==> src/srr_pkg.sv <==
package srr_pkg;

	localparam int SEQ_W      = 4;
	localparam int DATA_W     = 32;
	localparam int MOD_W      = 5;
	localparam int WIN_W      = 4;
	localparam int MAX_SEQ    = 16;
	localparam int MAX_WINDOW = 8;
	localparam int IDX_W      = $clog2(MAX_SEQ);
	localparam int CNT_W      = WIN_W;

	localparam int IN_TDATA_W  = ((SEQ_W + DATA_W + 7) / 8) * 8;
	localparam int OUT_TDATA_W = ((SEQ_W + DATA_W + 7) / 8) * 8;

	localparam int CFG_IDX_W  = 1;
	localparam int CFG_DATA_W = MOD_W;

	localparam logic [MOD_W-1:0] SEQ_MODULUS_RST = MOD_W'(16);
	localparam logic [WIN_W-1:0] WINDOW_SIZE_RST = WIN_W'(4);

	typedef enum logic [CFG_IDX_W-1:0] {
		CFG_SEQ_MODULUS = 1'b0,
		CFG_WINDOW_SIZE = 1'b1
	} cfg_reg_t;

	typedef enum logic [1:0] {
		ST_IDLE,
		ST_ACK,
		ST_READ,
		ST_DELIV
	} state_t;

	localparam logic KIND_ACK  = 1'b0;
	localparam logic KIND_DATA = 1'b1;

endpackage

==> src/srr_payload_ram.sv <==
module srr_payload_ram #(
	parameter int DEPTH = srr_pkg::MAX_SEQ,
	parameter int WIDTH = srr_pkg::DATA_W
) (
	input  logic                     clk,
	input  logic                     wr_en,
	input  logic [$clog2(DEPTH)-1:0] wr_addr,
	input  logic [WIDTH-1:0]         wr_data,
	input  logic                     rd_en,
	input  logic [$clog2(DEPTH)-1:0] rd_addr,
	output logic [WIDTH-1:0]         rd_data
);

	logic [WIDTH-1:0] mem [DEPTH];

	always_ff @(posedge clk) begin
		if (wr_en) begin
			mem[wr_addr] <= wr_data;
		end
	end

	always_ff @(posedge clk) begin
		if (rd_en) begin
			rd_data <= mem[rd_addr];
		end
	end

endmodule

==> src/selective_repeat_receiver.sv <==
// selective-repeat arq receiver
// input stream: one data packet per transaction; tuser carries checksum_ok,
// tdata carries seq_num (low bits) and payload. corrupted packets, sequence
// numbers at or above the modulus and packets outside both windows are
// absorbed with no output.
// output stream: an acknowledgment (tuser kind 0, ack_num in tdata) for every
// packet in the receive window or in the previous window, then, when the
// packet sits at the window base, the buffered payloads from the base onward
// in order (kind 1, data_out in tdata), up to one window of them. tlast marks
// the final transaction caused by a packet.
// sequencing: an accepted packet's ack is loaded into the output register
// once that register is free; each delivered payload takes a payload ram
// read, then an output. the input is not ready while an acknowledged
// packet's ack and payloads are issued; a dropped packet leaves it ready.
// the output register lets the next packet be accepted while the last result
// waits; a stall on the output side holds the sequencer in place with no loss.
// reset, or any configuration write, puts the window base at zero and drops
// every buffered payload; configuration defaults are modulus 16, window 4.
module selective_repeat_receiver (
	input  logic                                clk,
	input  logic                                arst_n,
	// configuration
	input  logic                                cfg_we,
	input  logic [srr_pkg::CFG_IDX_W-1:0]       cfg_index,
	input  logic [srr_pkg::CFG_DATA_W-1:0]      cfg_data,
	// packet input
	input  logic                                s_tvalid,
	output logic                                s_tready,
	input  logic [srr_pkg::IN_TDATA_W-1:0]      s_tdata,  // seq_num, payload
	input  logic                                s_tuser,  // checksum_ok
	// result output
	output logic                                m_tvalid,
	input  logic                                m_tready,
	output logic [srr_pkg::OUT_TDATA_W-1:0]     m_tdata,  // ack_num, data_out
	output logic                                m_tuser,  // kind
	output logic                                m_tlast
);

	localparam int SEQ_W  = srr_pkg::SEQ_W;
	localparam int DATA_W = srr_pkg::DATA_W;
	localparam int MOD_W  = srr_pkg::MOD_W;
	localparam int WIN_W  = srr_pkg::WIN_W;
	localparam int IDX_W  = srr_pkg::IDX_W;
	localparam int CNT_W  = srr_pkg::CNT_W;

	// configuration registers
	logic [MOD_W-1:0] seq_modulus_q;
	logic [WIN_W-1:0] window_size_q;

	// window state
	logic [SEQ_W-1:0]         base_q;
	logic [srr_pkg::MAX_SEQ-1:0] held_q;

	// packet under work
	logic [SEQ_W-1:0]  seq_q;
	logic [DATA_W-1:0] payload_q;
	logic              in_win_q;
	logic              at_base_q;
	logic [CNT_W-1:0]  cnt_q;

	srr_pkg::state_t state_q, state_d;

	// effective modulus and window
	logic [MOD_W-1:0] mod_eff;
	logic [WIN_W-1:0] lim;
	logic [WIN_W-1:0] win_eff;

	always_comb begin
		if (seq_modulus_q < MOD_W'(2)) begin
			mod_eff = MOD_W'(2);
		end else if (seq_modulus_q > MOD_W'(srr_pkg::MAX_SEQ)) begin
			mod_eff = MOD_W'(srr_pkg::MAX_SEQ);
		end else begin
			mod_eff = seq_modulus_q;
		end
		lim = mod_eff[MOD_W-1:1];
		if (lim > WIN_W'(srr_pkg::MAX_WINDOW)) begin
			lim = WIN_W'(srr_pkg::MAX_WINDOW);
		end
		if (lim == '0) begin
			lim = WIN_W'(1);
		end
		if (window_size_q == '0) begin
			win_eff = WIN_W'(1);
		end else if (window_size_q > lim) begin
			win_eff = lim;
		end else begin
			win_eff = window_size_q;
		end
	end

	// classify the incoming packet
	logic [SEQ_W-1:0]  in_seq;
	logic [DATA_W-1:0] in_payload;
	logic [MOD_W-1:0]  seq_ext, base_ext, seq_dist;
	logic              in_range, in_win, in_prev;

	assign in_seq     = s_tdata[SEQ_W-1:0];
	assign in_payload = s_tdata[SEQ_W+DATA_W-1:SEQ_W];
	assign seq_ext    = MOD_W'(in_seq);
	assign base_ext   = MOD_W'(base_q);
	assign in_range   = s_tuser && (seq_ext < mod_eff);

	always_comb begin
		if (seq_ext >= base_ext) begin
			seq_dist = seq_ext - base_ext;
		end else begin
			seq_dist = seq_ext + mod_eff - base_ext;
		end
	end

	assign in_win  = in_range && (seq_dist < MOD_W'(win_eff));
	assign in_prev = in_range && (seq_dist >= mod_eff - MOD_W'(win_eff));

	// next base, wrapping at the modulus
	logic [MOD_W-1:0] base_inc;
	logic [SEQ_W-1:0] base_next;

	assign base_inc  = base_ext + MOD_W'(1);
	assign base_next = (base_inc == mod_eff) ? '0 : SEQ_W'(base_inc);

	// payload ram
	logic              ram_wr, ram_rd;
	logic [DATA_W-1:0] ram_rdata;

	srr_payload_ram #(
		.DEPTH(srr_pkg::MAX_SEQ),
		.WIDTH(DATA_W)
	) u_ram (
		.clk     (clk),
		.wr_en   (ram_wr),
		.wr_addr (IDX_W'(seq_q)),
		.wr_data (payload_q),
		.rd_en   (ram_rd),
		.rd_addr (IDX_W'(base_q)),
		.rd_data (ram_rdata)
	);

	// sequencer
	logic             out_free;
	logic             accept;
	logic             out_load;
	logic             out_kind;
	logic [SEQ_W-1:0] out_ack;
	logic [DATA_W-1:0] out_data;
	logic             out_last;
	logic             set_held;
	logic             deliver;
	logic             run_end;

	assign out_free = !m_tvalid || m_tready;
	assign accept   = s_tvalid && s_tready;
	assign run_end  = (cnt_q + CNT_W'(1) == CNT_W'(win_eff)) || !held_q[IDX_W'(base_next)];

	always_comb begin
		state_d  = state_q;
		s_tready = 1'b0;
		out_load = 1'b0;
		out_kind = srr_pkg::KIND_ACK;
		out_ack  = seq_q;
		out_data = '0;
		out_last = 1'b0;
		ram_wr   = 1'b0;
		ram_rd   = 1'b0;
		set_held = 1'b0;
		deliver  = 1'b0;
		unique case (state_q)
			srr_pkg::ST_IDLE: begin
				s_tready = 1'b1;
				if (s_tvalid && (in_win || in_prev)) begin
					state_d = srr_pkg::ST_ACK;
				end
			end
			srr_pkg::ST_ACK: begin
				if (out_free) begin
					out_load = 1'b1;
					out_kind = srr_pkg::KIND_ACK;
					out_ack  = seq_q;
					out_last = !at_base_q;
					if (in_win_q && !held_q[IDX_W'(seq_q)]) begin
						ram_wr   = 1'b1;
						set_held = 1'b1;
					end
					state_d = at_base_q ? srr_pkg::ST_READ : srr_pkg::ST_IDLE;
				end
			end
			srr_pkg::ST_READ: begin
				ram_rd  = 1'b1;
				state_d = srr_pkg::ST_DELIV;
			end
			srr_pkg::ST_DELIV: begin
				if (out_free) begin
					out_load = 1'b1;
					out_kind = srr_pkg::KIND_DATA;
					out_ack  = '0;
					out_data = ram_rdata;
					out_last = run_end;
					deliver  = 1'b1;
					state_d  = run_end ? srr_pkg::ST_IDLE : srr_pkg::ST_READ;
				end
			end
			default: begin
				state_d = srr_pkg::ST_IDLE;
			end
		endcase
	end

	always_ff @(posedge clk or negedge arst_n) begin
		if (!arst_n) begin
			state_q <= srr_pkg::ST_IDLE;
		end else begin
			state_q <= state_d;
		end
	end

	// configuration and window state
	always_ff @(posedge clk or negedge arst_n) begin
		if (!arst_n) begin
			seq_modulus_q <= srr_pkg::SEQ_MODULUS_RST;
			window_size_q <= srr_pkg::WINDOW_SIZE_RST;
			base_q        <= '0;
			held_q        <= '0;
		end else if (cfg_we) begin
			unique case (srr_pkg::cfg_reg_t'(cfg_index))
				srr_pkg::CFG_SEQ_MODULUS: seq_modulus_q <= cfg_data;
				srr_pkg::CFG_WINDOW_SIZE: window_size_q <= WIN_W'(cfg_data);
				default: ;
			endcase
			base_q <= '0;
			held_q <= '0;
		end else begin
			if (set_held) begin
				held_q[IDX_W'(seq_q)] <= 1'b1;
			end
			if (deliver) begin
				held_q[IDX_W'(base_q)] <= 1'b0;
				base_q <= base_next;
			end
		end
	end

	// accepted packet
	always_ff @(posedge clk) begin
		if (accept) begin
			seq_q     <= in_seq;
			payload_q <= in_payload;
			in_win_q  <= in_win;
			at_base_q <= in_win && (in_seq == base_q);
		end
	end

	always_ff @(posedge clk or negedge arst_n) begin
		if (!arst_n) begin
			cnt_q <= '0;
		end else if (state_q == srr_pkg::ST_ACK) begin
			cnt_q <= '0;
		end else if (deliver) begin
			cnt_q <= cnt_q + CNT_W'(1);
		end
	end

	// output register
	always_ff @(posedge clk or negedge arst_n) begin
		if (!arst_n) begin
			m_tvalid <= 1'b0;
		end else if (out_load) begin
			m_tvalid <= 1'b1;
		end else if (m_tready) begin
			m_tvalid <= 1'b0;
		end
	end

	always_ff @(posedge clk) begin
		if (out_load) begin
			m_tdata <= srr_pkg::OUT_TDATA_W'({out_data, out_ack});
			m_tuser <= out_kind;
			m_tlast <= out_last;
		end
	end

endmodule

==> config.mk <==
export PLATFORM = sky130hd
export DESIGN_NAME = selective_repeat_receiver
export DESIGN_NICKNAME = d
export VERILOG_FILES = /design/src/srr_pkg.sv /design/src/srr_payload_ram.sv /design/src/selective_repeat_receiver.sv
export SDC_FILE = /design/constraint.sdc
export NUM_CORES = 1
export LEC_CHECK = 0
export BUFFER_PORTS_ARGS = -buffer_cell sky130_fd_sc_hd__buf_2
export CAP_MARGIN = 15
export CORE_AREA = 2 2 297 299
export DETAILED_ROUTE_END_ITERATION = 10
export DIE_AREA = 0 0 299 301
export RECOVER_POWER = 25
export SLEW_MARGIN = 30
export SYNTH_ARGS = -nofsm -noshare
export SYNTH_HDL_FRONTEND = slang
export SYNTH_HIERARCHICAL = 1
export SYNTH_SLANG_ARGS = --single-unit
export TNS_END_PERCENT = 20
==> constraint.sdc <==
create_clock -name clk -period 8.1 [get_ports clk]
set_input_delay 1.215 -clock clk [delete_from_list [all_inputs] [get_ports clk]]
set_output_delay 1.215 -clock clk [all_outputs]
set_load 0.02 [all_outputs]
==> results.md, run 1 <==
- Number of global-route vias before repair: 13579
- Syn avg cell area: 20.0 um^2
- Reg-to-Reg Start: seq_modulus_q[4]$_DFFE_PN1P_
- Worst rel slew slack: -0.451
- Top cell type's share of synthesized area: 0.718
- WP data required: 8570 ps
- Final clock skew: 34.1 ps
- P per Cell Area: 296 nW/um^2
- Nets@finish: 1517
- Chip Height: 301 um
- Clock Tree Root: clkbuf_16
- DRC Markers: 0
- Maximum Capacitance Violations: 1
- Total track usage: 0.131
- CP Data Arrival Time: 4750 ps
- Critical Path, Cell by Cell: nand2b_1 -> ha_1 -> and3b_4 -> a2111oi_4 -> nor2_2 -> a211o_2 -> ha_1 -> inv_1 -> fa_1 -> inv_1 -> ha_1 -> a21oi_1 -> nor2b_1 -> o21ai_0 -> nand2_1 -> o211ai_1 -> a31oi_1
- Final setup violation count: 0
- Die X: 299 um
- Yosys cell types: 61
- Worst Path Class, Setup: flop to flop
- Antenna violations before repair: 0
- Final Core Density: 0.349
- Global placer's final weighted congestion: 0.752
- # clock sinks: 656
- Hold_buf cts: 0
- Worst min-delay path startpoint: u_ram/rd_data[13]$_DFFE_PP_
- Total power draw: 8.94 mW
- Post-Synthesis Cell Area: 25900 um^2
- Wirelength per Cell: 22.2 um
- Post-synth EDFFs: 620
- Worst-Skew Late Latency: 620 ps
- Drt initial violations: 1240
- Setup crit start kind: flop
- Post-DP HPWL: 32.0 mm
- Slew at the pin closest to its max-slew limit: 2180 ps
- Metal2 WL: 29.3 mm
- Synth Flop Type: edfxtp_1
- Fin. Hold Viols: 0
- Final period util: 0.529
- Worst path most repeated cell: ha_1
- Yosys reg bits: 656
- Setup Total Neg Slack: 0 ps
- Largest net degree at the start of global routing: 70
- Layout area overhead: 16.5%
- Crit path from: seq_modulus_q[4]$_DFFE_PN1P_
- Async SR Flop Fraction: 0.0549
- Via count: 12707
- Routed WL: 58.6 mm
- Peak VDD IR: 0.145 mV
- Leakage dissipation: 9.62 nW
- Initial Util: 0.300
- Syn Inst Count: 1295
- Outcome: finished with violations
- CP peak stage delay: 630 ps
- Final worst-path setup slack: 3820 ps
- Vias/cell: 4.82
- Rows: 108
- Max-slew violation count: 37
- Detailed route wirelength on metal3: 2.51 mm
- First-pass GRT wire length: 88.1 mm
- Sequential area share after synthesis: 0.753
- DRT antenna net count: 0
- Synthesis Warnings: 6
- CTS tree: yes
- Die ar.: 90000 um^2
- Crit path max fanout: 6
- Fin crit period: 4280 ps
- Clk buf depth: 3
- HP Class: flop to flop
- Dominant cell type by area after synthesis: edfxtp_1
- Core area: 86500 um^2
- Failing checks: max-capacitance violations, max-slew violations
- Pre-CTS setup slack: 3600 ps
- Layout cells sized above 1: 0.261
- M1 WL: 25.8 mm
- Crit. End Element: flop
- Detailed Routing Iterations Pass 1: 5
- Main area contributors after synthesis: edfxtp_1 72%, mux4_2 12%, dfrtp_1 3.3%, a22oi_1 1.9%, ha_1 1.6%
- Critical-path top delay cell: dfstp_2
- Diodes inserted: 0
- Top routing layer used: met4
- Io pins: 96
- Remaining Overflow, GRT: 0
- Fmax: 234 MHz
- Final cell count without fillers: 2637
- Post-CTS resize count: 0
- Num CTS Buffers: 72
- Post-CTS Setup Inserts: 0
- H-Tree Depth: 3
- Clock transition at path regs: 60 ps
- RSZ-0062 raised after global routing: false
- Cells after DPL: 2507
- Port buffer count: 87
placed cells by master (no fill, tap or decap), drive strengths merged, types with 8 or more instances in the layout:
| cell | instances |
|---|---|
| edfxtp | 620 |
| mux4 | 136 |
| clkbuf | 105 |
| buf | 103 |
| a22oi | 64 |
| nand2 | 53 |
| and2 | 36 |
| dfrtp | 34 |
| ha | 33 |
| inv | 32 |
| nor2 | 32 |
| clkinv | 26 |
| a21oi | 25 |
| a211oi | 17 |
| o21ai | 17 |
| nor2b | 13 |
| nor3 | 13 |
| xnor2 | 12 |
| mux2 | 9 |
| mux2i | 9 |
| nand2b | 8 |
| a31oi | 8 |
per-layer routing:
| metal | GRT usage | up-vias |
|---|---|---|
| met5 | 0 | - |
| met4 | 0.0396 | 0 |
| met3 | 0.0209 | 75 |
| met2 | 0.223 | 304 |
| met1 | 0.173 | 6775 |
| li1 | - | 5553 |
worst paths after layout:
path                                           endpoint  slack (ps)  depth (start not counted)
min in group asynchronous  seq_modulus_q[3]$_DFFE_PN0P_        1220                          1
max                              state_q[0]$_DFFE_PN0P_        3820                         17
max reg2reg                      state_q[0]$_DFFE_PN0P_        3820                         17
min reg2reg                   m_tdata[17]$_SDFFCE_PN0P_         520                          1
min                           m_tdata[17]$_SDFFCE_PN0P_         520                          1
max in group asynchronous         base_q[1]$_DFFE_PN0P_        5340                          1
area by class of cell:
| cell class | instances | area [um^2] |
|---|---|---|
| Fill cell | 8091 | 56300 |
| Sequential cell | 656 | 19500 |
| Multi-Input combinational cell | 550 | 6150 |
| Clock buffer | 91 | 1890 |
| Tap cell | 1155 | 1450 |
| Timing Repair Buffer | 117 | 658 |
| Clock inverter | 39 | 404 |
| Inverter | 29 | 109 |
Yosys cell counts, drive strengths merged (2+ instances only):
| library cell | instances |
|---|---|
| clkbuf | 30 |
| nand3 | 6 |
| ha | 33 |
| o211ai | 2 |
| edfxtp | 620 |
| xor2 | 5 |
| xnor2 | 12 |
| nand3b | 5 |
| mux2 | 9 |
| a21o | 4 |
| fa | 6 |
| nand2 | 53 |
| o221a | 2 |
| mux4 | 136 |
| a211o | 2 |
| nand2b | 8 |
| nor3b | 2 |
| dfstp | 2 |
| nor4 | 2 |
| and3 | 2 |
| and2 | 36 |
| a31oi | 8 |
| nor2b | 13 |
| dfrtp | 34 |
| a21oi | 25 |
| inv | 29 |
| buf | 33 |
| nor2 | 32 |
| nor3 | 13 |
| nand4 | 3 |
| a211oi | 17 |
| a22oi | 64 |
| o21a | 3 |
| mux2i | 9 |
| o21ai | 17 |
sequential cells by signal (all words and copies together), names as in the netlist:
name           count
cnt_q              4
m_tdata           36
in_win_q           1
u_ram/rd_data     32
window_size_q      4
m_tuser            1
seq_modulus_q      5
state_q            2
seq_q              4
u_ram/mem        512
m_tlast            1
base_q             4
payload_q         32
m_tvalid           1
held_q            16
at_base_q          1
per-stage QoR:
step                      area, um^2  hold slack (ps)
final                          30200              518
after detailed placement       27900              506
after CTS                      30200              520
after global routing           30200              542
after global placement         27900              507
after floorplan                25900              481
report_power, final:
group	internal [mW]	switching (mW)	total [mW]
clock	1.86	1.33	3.19
sequential	4.11	0.201	4.31
combinational	0.589	0.847	1.44
total	6.57	2.38	8.94
cells by family after synthesis:
| logic type | synth area share |
|---|---|
| AOI/OAI and AO/OA | 0.0428 |
| xor gates and xnor gates | 0.00690 |
| adders and majority gates | 0.0206 |
| buffers and inverters | 0.0157 |
| DFF | 0.753 |
| muxes | 0.126 |
| other | 0.000145 |
| and+or+nand+nor | 0.0350 |
critical path, delay by kind of cell (launching register included):
family,cells,cell delay [ps]
AOI/OAI and AO/OA,6,1330
adders and majority gates,4,1170
and+or+nand+nor,5,840
DFF,1,630
buffers and inverters,2,150
No activity file was read; power rests on OpenSTA's default activity.
==> run 2, diff against run 1 <==
clock period = 3.8 ns   (was 8.1 ns; I/O delays follow)
==> run 2 against run 1 <==
Compared with the run above:
- the flow still finishes with violations (max-capacitance violations, max-slew violations)
- final cell count rose by 1.7%
- clock skew grew 10 ps
- setup slack lost 3700 ps
- sequential cell count unchanged
- combinational power grew 120%
- first-iteration DRC count fell by 28%
- worst hold slack lost 420 ps
- global-route usage rose by 0.41 points
- count of clock-buffer cells in the layout fell by 2
- fmax increased by 18%
- total power is 120% higher
- design area up 2.2%
==> results.md, run 2 (synthesis results as in run 1) <==
- Worst path most repeated cell: fa_1 (was ha_1)
- Pre-CTS setup slack: 115 ps (was 3600 ps)
- # clock sinks: 656 (unchanged)
- Die ar.: 90000 um^2 (unchanged)
- Fin crit period: 3640 ps (was 4280 ps)
- Clock Tree Root: clkbuf_16 (unchanged)
- Internal power: 14.2 mW (was 6.57 mW)
- Crit. End Element: flop (unchanged)
- Commonest non-fill, non-tap cell in the layout: edfxtp_1 (unchanged)
- DRT antenna net count: 0 (unchanged)
- Wirelength per Cell: 22.7 um (was 22.2 um)
- Vias/cell: 4.84 (was 4.82)
- Port buffer count: 87 (unchanged)
- Outcome: finished with violations (unchanged)
- Final worst-path setup slack: 160 ps (was 3820 ps)
- Setup crit start kind: flop (unchanged)
- Failing checks: max-capacitance violations, max-slew violations (unchanged)
- R2R Path End: at_base_q$_DFFE_PP_ (was state_q[0]$_DFFE_PN0P_)
- Io pins: 96 (unchanged)
- WP data required: 4260 ps (was 8570 ps)
- Final Core Density: 0.357 (was 0.349)
- HP Class: primary input to flop (was flop to flop)
- Maximum Capacitance Violations: 1 (unchanged)
- H-Tree Depth: 3 (unchanged)
- Reg2Reg Setup Slack: 160 ps (was 3820 ps)
- Sequential fraction of design power: 0.474 (was 0.482)
- Worst Path Class, Setup: flop to flop (unchanged)
- Total track usage: 0.135 (was 0.131)
- CP peak stage delay: 550 ps (was 630 ps)
- Clock network power share: 0.360 (was 0.357)
- CTS tree: yes (unchanged)
- Worst min-delay path startpoint: s_tdata[24] (was u_ram/rd_data[13]$_DFFE_PP_)
- Filler Cells Inserted: 8035 (was 8091)
- Global placer's final weighted congestion: 0.769 (was 0.752)
- Chip Height: 301 um (unchanged)
- Core area: 86500 um^2 (unchanged)
- Critical-path top delay cell: dfstp_2 (unchanged)
- Reg-to-Reg Start: seq_modulus_q[4]$_DFFE_PN1P_ (unchanged)
- Diodes inserted: 0 (unchanged)
- P per Cell Area: 628 nW/um^2 (was 296 nW/um^2)
- Peak VDD IR: 0.296 mV (was 0.145 mV)
- Initial Util: 0.300 (unchanged)
- Die X: 299 um (unchanged)
- Largest net degree at the start of global routing: 132 (was 70)
- Worst Hold End: payload_q[20]$_DFFE_PP_ (was m_tdata[17]$_SDFFCE_PN0P_)
- Antenna violations before repair: 3 (was 0)
- Sw power: 5.19 mW (was 2.38 mW)
- Leakage dissipation: 9.93 nW (was 9.62 nW)
- Fmax: 275 MHz (was 234 MHz)
- Fin. Hold Viols: 0 (unchanged)
- R2R cell count: 12 (was 17)
- Setup Total Neg Slack: 0 ps (unchanged)
- Comb pwr share: 0.167 (was 0.160)
- Remaining Overflow, GRT: 0 (unchanged)
- Number of global-route vias before repair: 13885 (was 13579)
- Clock transition at path regs: 60 ps (about the same)
- Post-DP HPWL: 33.8 mm (was 32.0 mm)
- Final period util: 0.958 (was 0.529)
- DRC Markers: 0 (unchanged)
- First-pass GRT wire length: 89.8 mm (was 88.1 mm)
- Final setup violation count: 0 (unchanged)
- Sw Ratio: 0.268 (was 0.266)
- Rows: 108 (unchanged)
- Largest reg by FF count: u_ram/mem (unchanged)
- Slew at the pin closest to its max-slew limit: 2200 ps (was 2180 ps)
- Max reg flops: 512 (unchanged)
- Worst-Skew Late Latency: 640 ps (was 620 ps)
- Hold path cells: 1 (unchanged)
- Clk buf depth: 3 (unchanged)
- Worst rel slew slack: -0.469 (was -0.451)
- Final clock skew: 44.3 ps (was 34.1 ps)
- Drt initial violations: 896 (was 1240)
- Detailed Routing Iterations Pass 1: 7 (was 5)
- Critical Path, Cell by Cell: inv_2 -> buf_4 -> and2_2 -> fa_1 -> fa_1 -> mux2_2 -> ha_1 -> o21a_1 -> o21ai_0 -> a31oi_1 -> or3_1 -> nor2_1 (was nand2b_1 -> ha_1 -> and3b_4 -> a2111oi_4 -> nor2_2 -> a211o_2 -> ha_1 -> inv_1 -> fa_1 -> inv_1 -> ha_1 -> a21oi_1 -> nor2b_1 -> o21ai_0 -> nand2_1 -> o211ai_1 -> a31oi_1)
- RSZ-0062 raised after global routing: false (unchanged)
- Num CTS Buffers: 73 (was 72)
- Via count: 12998 (was 12707)
- CP Data Arrival Time: 4100 ps (was 4750 ps)
- Routed WL: 60.8 mm (was 58.6 mm)
- Nets@finish: 1559 (was 1517)
- Most frequent cells in the layout: 620 x edfxtp_1, 136 x mux4_2, 74 x clkbuf_16 (was 620 x edfxtp_1, 136 x mux4_2, 73 x clkbuf_16, 73 x buf_2, 64 x a22oi_1)
- Layout cells sized above 1: 0.281 (was 0.261)
- Layout area overhead: 19.0% (was 16.5%)
- Top flop regs: u_ram/mem: 512 flops, m_tdata: 36 flops (unchanged)
- Crit path max fanout: 7 (was 6)
- Max-slew violation count: 37 (unchanged)
[run 2: stage by stage]
step	power [mW]	hold slack (ps)	cells	area (um^2)
floorplan	11.4	274	1298	26000
global placement	12.6	513	2546	28400
detailed placement	12.6	506	2546	28400
CTS	19.6	63.2	2681	30800
global route	20.3	76.9	2683	30800
finish	19.4	98.3	2683	30800
[run 2: worst max-delay path, delay by kind of cell (launching register included)]
kind                     cells  cell delay [ps]
AND/OR/NAND/NOR              3              760
adder cells (fa/ha/maj)      3             1280
multiplexers                 1              310
buffers and inverters        2              230
AO/OA/AOI/OAI                3              380
flip-flops                   1              550
[run 2: power by group through the flow]
stage	Sequential (mW)	Clock (mW)	Combinational, mW
final	9.18	6.97	3.23
after global placement	9.31	0	3.24
after floorplan	9.38	0	2.04
after global routing	9.27	7.43	3.56
after detailed placement	9.34	0	3.28
after CTS	9.20	7.15	3.29
[run 2: final cells by class]
| type | count | area (um^2) | share of cell area |
|---|---|---|---|
| clock buffer | 89 | 1920 | 0.0622 |
| clock inverter | 46 | 468 | 0.0152 |
| inverter | 29 | 109 | 0.00353 |
| multi-input combinational | 550 | 6180 | 0.201 |
| sequential | 656 | 19500 | 0.633 |
| tap | 1155 | 1450 | 0.0469 |
| timing repair buffer | 158 | 1190 | 0.0386 |
[run 2: worst max-delay path by stage]
stage                                             from                    endpoint  slack [ps]  depth (start not counted)
after floorplan                     seq_q[1]$_DFFE_PP_  u_ram/mem[14][0]$_DFFE_PP_        -170                          6
after global placement    seq_modulus_q[3]$_DFFE_PN0P_      state_q[0]$_DFFE_PN0P_         130                         18
after detailed placement  seq_modulus_q[3]$_DFFE_PN0P_      state_q[0]$_DFFE_PN0P_         110                         16
after CTS                 seq_modulus_q[3]$_DFFE_PN0P_      state_q[0]$_DFFE_PN0P_          70                         16
after global routing      seq_modulus_q[4]$_DFFE_PN1P_      state_q[0]$_DFFE_PN0P_           6                         12
final                     seq_modulus_q[4]$_DFFE_PN1P_         at_base_q$_DFFE_PP_         160                         12
[run 2: repair_timing]
action / in CTS / in global routing
gates resized for setup: 0 / 7
setup endpoints to repair: 0 / 3
buffers inserted: 0 / 0
hold buffers: 0 / 1
endpoints found under the hold margin: 0 / 34
[run 2: layer usage]
layer,vias to the layer above,GRT usage,share of wire
met1,6925,0.177,0.43
li1,5640,-,-
met3,59,0.0258,0.053
met4,0,0.0385,0.015
met5,-,0,0
met2,374,0.230,0.50
==> run 3, diff against run 2 <==
ABC_AREA = 1   (was unset)
CORE_AREA = 2 2 314 316   (was 2 2 297 299)
DIE_AREA = 0 0 316 318   (was 0 0 299 301)
RECOVER_POWER = 50   (was 25)
TNS_END_PERCENT = 50   (was 20)
==> run 3 against run 2 <==
Compared with the run above:
- the run still ends with max-capacitance violations, max-slew violations left
- sequential share of layout area down 3.9 points
- setup slack better by 150 ps
- first-iteration DRC count up 51%
- routed wire length up 16%
- fmax up 4.4%
- design area up 6.7%
- via count up 43%
- clock power down 9.6%
- core utilization down 1.9 points
- combinational power down 15%
- sequential cell count unchanged
- sequential power down 1%
- critical path type unchanged
- largest power group unchanged
==> results.md, run 3 <==
- Clk buf depth: 3 (unchanged)
- Largest family of logic cells by synthesized area: simple AND/OR/NAND/NOR gates (was multiplexers)
- WP data required: 4290 ps (was 4260 ps)
- First-pass GRT wire length: 108 mm (was 89.8 mm)
- HP Class: primary input to flop (unchanged)
- Setup crit start kind: flop (unchanged)
- Syn Inst Count: 2727 (was 1295)
- Post-DP HPWL: 39.4 mm (was 33.8 mm)
- Slew at the pin closest to its max-slew limit: 2610 ps (was 2200 ps)
- Die X: 316 um (was 299 um)
- Wirelength per Cell: 17.0 um (was 22.7 um)
- Largest reg by FF count: u_ram/mem (unchanged)
- Fmax: 287 MHz (was 275 MHz)
- Top cell type's share of synthesized area: 0.643 (was 0.718)
- Post-synthesis adder-cell area fraction: 0.0184 (was 0.0206)
- Routed WL: 70.7 mm (was 60.8 mm)
- Most frequent cells in the layout: 761 x nand2_1, 620 x edfxtp_1, 482 x inv_1 (was 620 x edfxtp_1, 136 x mux4_2, 74 x clkbuf_16)
- Final cell count without fillers: 4160 (was 2683)
- Final clock skew: 14.4 ps (was 44.3 ps)
- Outcome: finished with violations (unchanged)
- Post-Synthesis Cell Area: 29000 um^2 (was 25900 um^2)
- Post-synth EDFFs: 620 (unchanged)
- Reg-to-Reg Start: seq_modulus_q[4]$_DFFE_PN1P_ (unchanged)
- Drt initial violations: 1356 (was 896)
- Yosys reg bits: 656 (unchanged)
- Async SR Flop Fraction: 0.0549 (unchanged)
- Vias/cell: 4.48 (was 4.84)
- Final period util: 0.917 (was 0.958)
- Port buffer count: 87 (unchanged)
- Leakage dissipation: 13.5 nW (was 9.93 nW)
- P per Cell Area: 551 nW/um^2 (was 628 nW/um^2)
- Most frequent cell after synthesis: nand2_1 (was edfxtp_1)
- Synth Area in Compound Gates: 0.0182 (was 0.0428)
- Remaining Overflow, GRT: 0 (unchanged)
- Chip Height: 318 um (was 301 um)
- R2R cell count: 21 (was 12)
- Main area contributors after synthesis: edfxtp_1 64%, nand2_1 9.9%, nand3_1 7.5%, inv_1 6.3%, dfrtp_1 2.9% (was edfxtp_1 72%, mux4_2 12%, dfrtp_1 3.3%, a22oi_1 1.9%, ha_1 1.6%)
- Peak VDD IR: 0.302 mV (was 0.296 mV)
- Failing checks: max-capacitance violations, max-slew violations (unchanged)
- Worst min-delay path startpoint: s_tdata[15] (was s_tdata[24])
- Worst-Skew Late Latency: 600 ps (was 640 ps)
- R2R Path End: state_q[0]$_DFFE_PN0P_ (was at_base_q$_DFFE_PP_)
- Largest net degree at the start of global routing: 160 (was 132)
- CP Data Arrival Time: 3970 ps (was 4100 ps)
- Syn avg cell area: 10.6 um^2 (was 20.0 um^2)
- DRT antenna net count: 0 (unchanged)
- Synth top cells by count: 764 x nand2_1, 620 x edfxtp_1, 485 x inv_1, 433 x nand3_1, 93 x nor2_1 (was 620 x edfxtp_1, 136 x mux4_2, 64 x a22oi_1, 53 x nand2_1, 36 x and2_1)
- Diodes inserted: 0 (unchanged)
- Worst rel slew slack: -0.749 (was -0.469)
- Die ar.: 100000 um^2 (was 90000 um^2)
- Nets@finish: 2918 (was 1559)
- Antenna violations before repair: 1 (was 3)
- CTS tree: yes (unchanged)
- Commonest non-fill, non-tap cell in the layout: nand2_1 (was edfxtp_1)
- Synth Flop Type: edfxtp_1 (unchanged)
- Hold WS: 139 ps (was 98.3 ps)
- Total track usage: 0.140 (was 0.135)
- Num CTS Buffers: 69 (was 73)
- Crit path max fanout: 5 (was 7)
- Worst Hold End: payload_q[11]$_DFFE_PP_ (was payload_q[20]$_DFFE_PP_)
- Cells after DPL: 4041 (was 2546)
- Number of global-route vias before repair: 17957 (was 13885)
- Detailed Routing Iterations Pass 1: 5 (was 7)
- Synthesis Warnings: 6 (unchanged)
- # clock sinks: 656 (unchanged)
- Clock transition at path regs: 60 ps (about the same)
- H-Tree Depth: 3 (unchanged)
- Rows: 115 (was 108)
- Top flop regs: u_ram/mem: 512 flops, m_tdata: 36 flops (unchanged)
- Total power draw: 18.1 mW (was 19.4 mW)
- Final setup violation count: 0 (unchanged)
- Yosys cell types: 51 (was 61)
- Dominant cell type by area after synthesis: edfxtp_1 (unchanged)
- DRC Markers: 0 (unchanged)
- Fin crit period: 3490 ps (was 3640 ps)
- Worst Path Class, Setup: flop to flop (unchanged)
- Layout area overhead: 13.6% (was 19.0%)
- Initial Util: 0.297 (was 0.300)
- Fin. Hold Viols: 0 (unchanged)
- Reg2Reg Setup Slack: 310 ps (was 160 ps)
- Sequential area share after synthesis: 0.674 (was 0.753)
- Mux cell area share after synthesis: 0.000734 (was 0.126)
- Io pins: 96 (unchanged)
- Global placer's final weighted congestion: 0.842 (was 0.769)
- Via count: 18639 (was 12998)
- Crit. End Element: flop (unchanged)
- Hold path cells: 1 (unchanged)
- Core area: 97400 um^2 (was 86500 um^2)
- Max-slew violation count: 83 (was 37)
- Maximum Capacitance Violations: 3 (was 1)
- Clock Tree Root: clkbuf_16 (unchanged)
- Post-Synth Simple-Gate Area: 0.193 (was 0.0350)
- Max reg flops: 512 (unchanged)
- Post-Synth XOR/XNOR Area: 0.00302 (was 0.00690)
- Layout cells sized above 1: 0.0839 (was 0.281)
## run 3: stage by stage
stage / cell area (um^2) / setup slack, ps / setup TNS [ps] / util
5_1_grt: 32900 / -37.6 / -37.6 / 0.338
3_5_place_dp: 30900 / 182 / 0 / 0.317
2_1_floorplan: 29000 / 335 / 0 / -
4_1_cts: 32900 / 176 / 0 / 0.338
6_report: 32900 / 314 / 0 / 0.338
3_3_place_gp: 30900 / 183 / 0 / 0.317
## run 3: logic make-up (layout without fill, tap and decap cells)
kind of cell	count (synthesis)	count (layout)
compound gates	87	87
xor+xnor	10	10
fa+ha+maj	39	39
buf+inv	614	757
flops	656	656
mux	2	2
other cells	1	4
simple gates	1318	1318
## run 3: worst max path at each step
| stage | startpoint | endpoint | slack, ps | cells after the start |
|---|---|---|---|---|
| after CTS | seq_modulus_q[4]$_DFFE_PN1P_ | state_q[0]$_DFFE_PN0P_ | 180 | 23 |
| final | seq_modulus_q[4]$_DFFE_PN1P_ | state_q[0]$_DFFE_PN0P_ | 310 | 21 |
| after global routing | seq_modulus_q[4]$_DFFE_PN1P_ | state_q[0]$_DFFE_PN0P_ | -40 | 21 |
| after detailed placement | seq_modulus_q[4]$_DFFE_PN1P_ | state_q[0]$_DFFE_PN0P_ | 180 | 23 |
| after global placement | seq_modulus_q[4]$_DFFE_PN1P_ | state_q[0]$_DFFE_PN0P_ | 180 | 23 |
| after floorplan | seq_q[0]$_DFFE_PP_ | u_ram/mem[12][0]$_DFFE_PP_ | 330 | 9 |
## run 3: report_power, final
part           internal, mW  switching (mW)  total (mW)
logic                 0.768            1.98        2.75
registers              8.70           0.389        9.09
clock network          3.59            2.70        6.30
## run 3: cell type report
type	instances	area, um^2
flip-flops and latches	656	19500
fillers	9613	64500
well taps	1287	1610
clock inverters	33	255
repair buffers	145	865
multi-input cells	1460	6950
clock buffers	84	1810
inverters	495	1870
## run 3: metal layers
layer  vias up  track usage  wire, um
li1       9083            -         -
met1      8953        0.186     30800
met2       478        0.233     34100
met3       123       0.0177      3710
met4         2       0.0500      2050
met5         -            0        11
## run 3: critical path: stages, from the launching register on
cell	delay, ps
dfstp_2	590
nor2_1	70
nand2_2	90
nand2_2	80
ha_1	270
nand4_1	210
nand2_2	160
nand2_1	90
nand3_2	90
ha_1	160
inv_1	60
fa_1	520
inv_1	50
ha_1	280
a21oi_2	130
o21bai_1	80
a21oi_1	140
nor2_1	50
nor2_1	70
o21ai_0	90
nand2_1	70
nand2_1	40
## run 3: repair_timing
item,in CTS,in global routing
hold buffers,0,1
endpoints found under the hold margin,0,34
setup endpoints to repair,0,1
resized for setup,0,8
buffers inserted,0,1
